File: src/hw/rtl/tam_pkg.sv
// ----------------------------------------------------------------------------
// tam_pkg: shared widths, codes and types for the anisotropy measure
// Field widths, mode codes and the divider lane type used by the top level
// and by the restoring divider step.
// ----------------------------------------------------------------------------
`default_nettype none

package tam_pkg;

  // Eigenvalue format: signed, FRACTION_BITS fraction bits
  localparam int unsigned VALUE_WIDTH   = 32;
  localparam int unsigned FRACTION_BITS = 16;

  // Result widths
  localparam int unsigned SCALAR_WIDTH = VALUE_WIDTH + 1;
  localparam int unsigned FRAC_WIDTH   = FRACTION_BITS + 1;

  // Sum of three magnitudes and every numerator fit here
  localparam int unsigned SUM_WIDTH = VALUE_WIDTH + 2;

  // Shift-and-compare steps after the leading quotient bit
  localparam int unsigned DIV_STEPS = FRACTION_BITS;

  // Stream packing
  localparam int unsigned IN_FIELDS_W  = 3 * VALUE_WIDTH;
  localparam int unsigned IN_TDATA_W   = ((IN_FIELDS_W + 7) / 8) * 8;
  localparam int unsigned OUT_FIELDS_W = SCALAR_WIDTH + 3 * FRAC_WIDTH;
  localparam int unsigned OUT_TDATA_W  = ((OUT_FIELDS_W + 7) / 8) * 8;
  localparam int unsigned OUT_PAD_W    = OUT_TDATA_W - OUT_FIELDS_W;

  // Unity in Q1.F
  localparam logic [FRAC_WIDTH-1:0] FRAC_ONE = FRAC_WIDTH'(1) << FRACTION_BITS;

  // Measure mode codes
  localparam int unsigned MODE_WIDTH = 2;
  localparam logic [MODE_WIDTH-1:0] MODE_MAJ_MID  = 2'd0;
  localparam logic [MODE_WIDTH-1:0] MODE_MAJ_MIN  = 2'd1;
  localparam logic [MODE_WIDTH-1:0] MODE_BARY     = 2'd2;
  localparam logic [MODE_WIDTH-1:0] MODE_ABS_DIFF = 2'd3;

  // One divider lane: partial remainder and quotient so far
  typedef struct packed {
    logic [SUM_WIDTH-1:0]  rem;
    logic [FRAC_WIDTH-1:0] quo;
  } tam_div_lane_t;

endpackage : tam_pkg

`default_nettype wire

File: src/hw/rtl/tam_div_step.sv
// ----------------------------------------------------------------------------
// tam_div_step: one registered restoring division step
// Doubles the partial remainder, subtracts the divisor where it fits and
// shifts the new quotient bit in. One stage of the fraction divider.
// ----------------------------------------------------------------------------
`default_nettype none

module tam_div_step (
  input  wire logic                          clk_i,
  input  wire logic                          en_i,
  input  wire logic [tam_pkg::SUM_WIDTH-1:0] den_i,
  input  wire tam_pkg::tam_div_lane_t        lane_i,
  output tam_pkg::tam_div_lane_t             lane_o
);

  import tam_pkg::*;

  logic [SUM_WIDTH:0]    trial;
  logic [SUM_WIDTH:0]    diff;
  logic                  fits;
  tam_div_lane_t         lane_d;
  tam_div_lane_t         lane_q;

  // Shift, trial subtract, restore on borrow
  always_comb begin
    trial       = {lane_i.rem, 1'b0};
    diff        = trial - {1'b0, den_i};
    fits        = (trial >= {1'b0, den_i});
    lane_d.rem  = fits ? diff[SUM_WIDTH-1:0] : trial[SUM_WIDTH-1:0];
    lane_d.quo  = {lane_i.quo[FRAC_WIDTH-2:0], fits};
  end

  // Payload register, advances with the pipeline
  always_ff @(posedge clk_i) begin
    if (en_i) begin
      lane_q <= lane_d;
    end
  end

  assign lane_o = lane_q;

endmodule : tam_div_step

`default_nettype wire
File: config.mk
export PLATFORM = sky130hd
export DESIGN_NAME = tam_div_step
export DESIGN_NICKNAME = d
export VERILOG_FILES = /design/src/hw/rtl/tam_pkg.sv /design/src/hw/rtl/tam_div_step.sv
export SDC_FILE = /design/constraint.sdc
export NUM_CORES = 1
export LEC_CHECK = 0
export BUFFER_PORTS_ARGS = -buffer_cell sky130_fd_sc_hd__buf_2
export CAP_MARGIN = 20
export CORE_MARGIN = 2
export CORE_UTILIZATION = 45
export DETAILED_ROUTE_END_ITERATION = 10
export HOLD_SLACK_MARGIN = 0.12
export PLACE_DENSITY = 0.84
export SLEW_MARGIN = 5
export SYNTH_ARGS = -nofsm -noshare
export SYNTH_HDL_FRONTEND = slang
export SYNTH_SLANG_ARGS = --single-unit
export TNS_END_PERCENT = 100
File: constraint.sdc
create_clock -name clk_i -period 4.1 [get_ports clk_i]
set_input_delay 1.23 -clock clk_i [delete_from_list [all_inputs] [get_ports clk_i]]
set_output_delay 1.23 -clock clk_i [all_outputs]
set_load 0.02 [all_outputs]
==> results of run 1 <==
[worst paths after layout]
| path | startpoint | to |
|---|---|---|
| max | den_i[0] | lane_o[41] |
| min | lane_i[1] | lane_o[2] |
[through the flow]
| stage | total power, mW | cells | hold WS, ps |
|---|---|---|---|
| finish | 1.68 | 648 | 1090 |
| global route | 1.78 | 648 | 1060 |
| global placement | 1.34 | 639 | 1410 |
| CTS | 1.69 | 647 | 1080 |
| floorplan | 1.14 | 382 | 1330 |
| detailed placement | 1.36 | 639 | 1410 |
[cell families after synthesis]
group | count (synthesis)
AOI/OAI and AO/OA | 110
xor gates and xnor gates | 27
adders and majority gates | 35
buffers and inverters | 54
DFF | 51
muxes | 30
and+or+nand+nor | 75
[synthesized netlist by cell type, types with 2 or more instances]
master    instances
a21o_1           17
a21oi_1          32
a31oi_1           2
and2_1            3
and3_1            2
clkbuf_1          9
edfxtp_1         51
ha_1             34
inv_1            40
mux2_2           20
mux2_4            9
nand2_1          15
nand2b_1          4
nand3_1           3
nand4_1          10
nor2_1           12
nor3_1            8
nor4_1            2
o211ai_1          5
o21a_1            3
o21ai_0          20
o21ba_2           2
o21bai_1          4
o221ai_1          3
o31ai_1           3
or2_2             2
or3_1             2
xnor2_1          15
xor2_1           12
[power breakdown]
group	leakage (nW)	internal, mW	switching (mW)
Combinational	1.84	0.308	0.367
Clock	0.0502	0.127	0.200
Sequential	0.499	0.663	0.0162
Total	2.39	1.10	0.583
[per-layer routing]
layer / GRT usage, % / wire length, um
met1: 24.8 / 4310
met2: 34.8 / 4720
met3: 4.04 / 692
met4: 4.43 / 60
met5: 0 / 0
[cell type report]
type | count | area share (%)
Clock inverter | 3 | 0.566
Clock buffer | 5 | 1.35
Tap cell | 108 | 2.66
Timing Repair Buffer | 163 | 17.9
Multi-Input combinational cell | 277 | 44.4
Inverter | 41 | 3.03
Sequential cell | 51 | 30.1
[timing repair]
item | 4_1_cts | 5_1_grt
setup buffers | 0 | 0
setup endpoints to repair | 0 | 1
gates resized for setup | 0 | 1
==> results.txt, run 1 <==
The congestion estimate from routability-driven global placement came to 0.893. The clock transition at the registers of the reported paths was 120 ps. Setup repair after global routing left no endpoint under its margin.

The signal on the critical path passes through buf_2 -> inv_1 -> fa_1 -> a21o_1 -> a221oi_4 -> a211oi_2 -> a311o_2 -> buf_4 -> a21o_2 -> a21oi_1 -> xnor2_1 -> mux2_4. The largest area contributor in the synthesized netlist is edfxtp_1. The placed instances occupy a cell area of 4960 sq um.

Once the floorplan was initialized, standard cells occupied 46.3% of the core. The logs give 15900 um for the global-route wire length before repair and 0 for the number of max-cap violations. For the final sum of negative setup slack, the log shows 0 ps. Transition time at the pin with the least slew margin: 606 ps.

The share of cells above drive strength 1 was 40.9%; the fraction of the core area covered by cells at the end of the flow was 58.5%. 138 I/O pins were placed. In the final layout, the multi-input gates occupy 2250 sq um. Highest net fanout along the worst path: 3. The register with the most flip-flops in the layout has 51 of them. The floorplan die height is 98.5 um. The highest-delay cell along the critical path was fa_1. The floorplan step defined a die boundary enclosing 9700 sq um. After detailed routing, the number of vias per cell comes to 5.43.

After layout, the worst path uses 94.3% of the clock period. Most common cell after layout, fill and taps aside: buf_2. TritonCTS built the clock tree. STA classifies the critical path endpoint as a flop.

The number of antenna violations at the first check in global routing was 0. The routed layout has 3517 vias. Counting buffers and inverters, the worst setup path is 12 cells deep.

Setup violations remaining at the end of the flow were counted as 0. Dividing total power by cell area gives a power density of 331 nW/um^2. The worst pin sits at a relative slew slack of 59.5%.

Across the VDD grid, the largest voltage drop is 0.000149 V. Global routing used 19.7% of the available tracks. CTS built an H-tree with a depth of 2.

The worst hold path belongs to the class in -> reg. The number of clock buffers added by TritonCTS is 5. The clock period could shrink to 3870 ps. In the synthesized netlist the async set-or-reset flop fraction comes to 0%. The total of flip-flops plus latches after synthesis was 51; the adder-cell share of the synthesized area was 11.1%. The detail route stage leaves a number of antenna-violating nets equal to 0. For the detailed placer's ending HPWL, the log shows 7700 um. The worst setup path is launched from an input pin. After floorplanning, the core was sized to cover 8680 sq um. For this run, the detailed router's first-pass iteration total came to 4. The tools report the post-route DRC violation count as 0.

Entering global routing, the biggest net connects 52 pins. Derived from the worst setup path, the maximum achievable clock frequency is 259 MHz. For this run, the number of Yosys warnings is 0. Setup slack on the critical path of the routed design comes to 233 ps. The root cell of the clock tree is clkbuf_8. Cts-stage hold buffer count: 0. The top cell types in the final layout, fill and taps aside, are buf_2, edfxtp_1, inv_1. In the final layout, flip-flops and latches occupy 1530 sq um. The run gives 34 as the total number of placement rows. The chip width was 98.5 um. The finished cells cover 5080 sq um.

The worst setup path is of the in -> reg kind. The synthesized area is 4020 sq um, and the xor and xnor area share after synthesis is 5.89%. Net count of the mapped netlist: 504.

The repair_antennas step left the layout with diodes totalling 0. The sum of overflow across all layers after global routing is 0, and the arrival time of data at the critical path endpoint is 3950 ps. For this run, the slowest stage of the critical path takes 450 ps. OpenSTA, run right after detailed placement, puts the worst setup slack at -70.3 ps. During placement, the flow inserted port buffers numbering 136. The clock net in this run drives a total of 51 sinks.

The kind of cell with the highest combined delay along the critical path is compound AO/OA/AOI/OAI gates. After filler insertion, the fill cell instance count of the layout stands at 738. Distinct cell type count after synthesis: 67. For the via count of the first global-routing pass, the log shows 3525. Counting along the longest clock path gives a buffer depth of 2. The final layout contains 661 nets. The number of endpoints with negative hold slack in the final report was 0; the wire length per cell after detailed routing was 15.1 um.

The flow ran to the end, and the final reports show no timing, DRC or antenna violations. After synthesis, the cell types taking the most area are edfxtp_1, ha_1, mux2_2. Summed over all cells, the static leakage comes to 2.39 nW. The fraction of post-synthesis cell area in the top cell type by area was 38.1%; the compound-gate portion of the synthesized area was 19.4%.

The synthesized area per cell is 10.5 sq um. Counting flops with a built-in enable in the synthesized netlist gives 51. For the worst setup path, the data required time is 4180 ps.

The simple-gate share of the synthesized area is 10.5%, and the share of cell area taken by muxes after synthesis is 9.22%. By area, the combinational part of the netlist is dominated by compound AO/OA/AOI/OAI gates. For this block, the routed nets add up to 9780 um of wire. For the post-synthesis sequential area ratio, the log shows 38.1%.

In this run, the number of DRC markers left after iteration 0 of detailed routing was 204. The area growth from synthesis to layout is 26.5%. The combined buffer and inverter count along the critical path is 3, and the cell count after synthesis is 382. For this run, the leading register cell type out of synthesis is edfxtp_1. The max-slew violation count is 0, and the number of cells traversed by the worst hold path is 1.
(Power assumes the default switching activity.)
==> inputs of run 2 (changes only) <==
--- a/config.mk
+++ b/config.mk
@@ -9,7 +9,9 @@
 export CAP_MARGIN = 20
 export CORE_MARGIN = 2
 export CORE_UTILIZATION = 45
+export CTS_CLUSTER_SIZE = 10
 export DETAILED_ROUTE_END_ITERATION = 10
+export GPL_TIMING_DRIVEN = 0
 export HOLD_SLACK_MARGIN = 0.12
 export PLACE_DENSITY = 0.84
 export SLEW_MARGIN = 5
==> run 2 against run 1 <==
Sequential share of layout area is 0.57 points higher; fmax is 1.7% lower; clock power is 1% lower; setup slack worse by 66 ps; die area stayed put; first-iteration DRC count is 30% lower; core utilization is 1.1 points lower; sequential power hardly changed; wire length is 2.6% lower; worst hold slack worse by 6.8 ps; combinational power is 3.7% lower; critical path type unchanged; sequential cell count stayed put; highest routed layer unchanged.
==> results.txt, run 2 (synthesis results as in run 1) <==
The flow ran to the end, and the final reports show no timing, DRC or antenna violations. Power spread over the standard cell area amounts to 331 nW/um^2. The highest clock rate came out at 254 MHz. Setup repair after global routing left no endpoint under its margin. The filler cells instantiated in the layout total 772.

The max-slew violation count came out at 0. Of the total power, the share spent switching nets is 34.9%. The clock network fraction of design power is 19.6%. For this run, the detailed router's first-pass iteration total came to 4. The met2 track utilization from global routing is 33.7%.

The clock passes through at most 2 buffers. The worst setup path is launched from an input pin. STA classifies the critical path endpoint as a flop. Number of buffers added on ports: 136. The net switching power is 0.576 mW, and the number of nets with antenna violations after detailed routing is 0. In the global route stage, overall resource usage came out at 19.3%. The required time of the critical path came out at 4170 ps.

The detailed placer's ending HPWL is 7620 um, and the mean number of vias per cell is 5.47. The starting DRC count in detailed routing is 143, and the arrival time of data at the critical path endpoint is 4010 ps. The top cell types in the final layout, fill and taps aside, are buf_2, edfxtp_1, inv_1. The via count of the first global-routing pass is 3408. The transition time at the pin with the least slew margin is 622 ps, and the chip width is 98.5 um. In the global route stage, met1 resource usage came out at 24.2%. The run gives 0 as the cts-stage hold buffer count. The clock transition at the registers of the reported paths was 110 ps; the fraction of met3 tracks used by global routing was 3.97%. Row generation in the floorplan step produced 34 rows. The die is 98.5 um tall. The number of endpoints with negative hold slack in the final report is 0, and the placer congestion estimate is 0.843. The initial standard-cell utilization of the core is 46.3%, and the sequential share of power is 41.1%.

The clock net in this run drives a total of 51 sinks. Buffers inserted during clock tree synthesis total 5. The post-route DRC violation count is 0. The post-synthesis to final-layout area growth was 24.1%; the part of the total power dissipated in combinational logic was 39.3%. The number of setup violations in the final report was 0.

The internal power is 1.07 mW. The routed wire length is 9530 um. For the final routed database, the setup TNS stands at 0 ps.

The global-route wire length before repair is 15500 um. TritonCTS built the clock tree. For this design the static power due to leakage is 2.30 nW. The sum of overflow across all layers after global routing is 0, and the remaining max-slew budget at the tightest pin is 58.1%.

The worst setup path is of the in -> reg kind. The share of cells above drive strength 1 is 38.6%, and the highest net fanout along the worst path is 10. Max-cap violations in this run came to 0.

The number of antenna violations at the first check in global routing was 0; the final critical path time including I/O delays and setup was 3930 ps. In the finished design, the share of the clock period the worst path needs comes to 95.9%. The run gives 3481 as the total via count after detailed routing. Before CTS, the worst setup slack after placement is -337 ps. Dividing the detail-routed wire length by the instance count gives 15.0 um. The net count of the finished layout is 649.

The most common cell after layout, fill and taps aside was buf_2. The run gives 138 as the count of pins on the block boundary. The tree is rooted in a clkbuf_8. The tightest min-delay check is of the in -> reg type. The register with the most flip-flops in the layout has 51 of them. Entering global routing, the biggest net connects 52 pins. After floorplanning, the core was sized to cover 8680 sq um. The tools report the final critical-path setup slack as 166 ps.

The number of diodes was 0; the H-tree depth was 2. The worst IR drop on VDD is 0.000151 V, and the full die area is 9700 sq um. The routing layer with the top usage in global route was met2. For this run, the share of the core covered by cells in the final layout is 57.5%.
run 2: cell types whose count changed in the layout (fill, tap and decap cells not counted), sizes merged:
cell / change
clkbuf: +9
buf: -21
run 2: area by class of cell:
cell class	count	area [sq um]	share of cell area, %
inverters	41	154	3.09
flip-flops and latches	51	1530	30.7
repair buffers	138	708	14.2
clock buffers	5	68.8	1.38
well taps	108	135	2.71
clock inverters	3	28.8	0.577
multi-input cells	277	2280	45.8
plain buffers	13	77.6	1.56
run 2: stage by stage:
stage	hold WS, ps	total power [mW]	area, sq um	instances
2_1_floorplan	1330	1.14	4020	382
3_3_place_gp	1410	1.31	4830	626
3_5_place_dp	1410	1.33	4830	626
4_1_cts	1080	1.66	4930	634
5_1_grt	1070	1.75	4990	636
6_report	1080	1.65	4990	636
run 2: path summary, 6_finish.rpt:
kind	from	endpoint	slack, ps	cells past startpoint
max	lane_i[24]	lane_o[49]	170	13
min	lane_i[9]	lane_o[10]	1080	1
run 2: power by group through the flow:
stage | logic (mW) | registers [mW] | clock network, mW
5_1_grt | 0.707 | 0.685 | 0.353
2_1_floorplan | 0.355 | 0.784 | 0
3_3_place_gp | 0.619 | 0.691 | 0
6_report | 0.649 | 0.678 | 0.324
4_1_cts | 0.643 | 0.680 | 0.340
3_5_place_dp | 0.638 | 0.692 | 0
run 2: routing by layer:
metal | part of all wire, % | vias to the layer above
li1 | - | 1718
met1 | 43 | 1630
met2 | 49 | 117
met3 | 6.6 | 16
met4 | 1.6 | 0
met5 | 0 | -
run 2: worst max-delay path, cell delays in order:
cell and delay, ps:
buf_2 110, ha_1 370, a21oi_1 100, o21ai_0 400, a221o_1 230, a21oi_2 60, o21ba_2 280, o22a_2 300
o21a_4 250, inv_2 70, buf_6 150, buf_12 150, mux2_4 300
run 2: repair_timing:
action,CTS,global route
resized for setup,1,5
buffers inserted,0,1
pin swaps,0,1
setup endpoints to repair,1,9
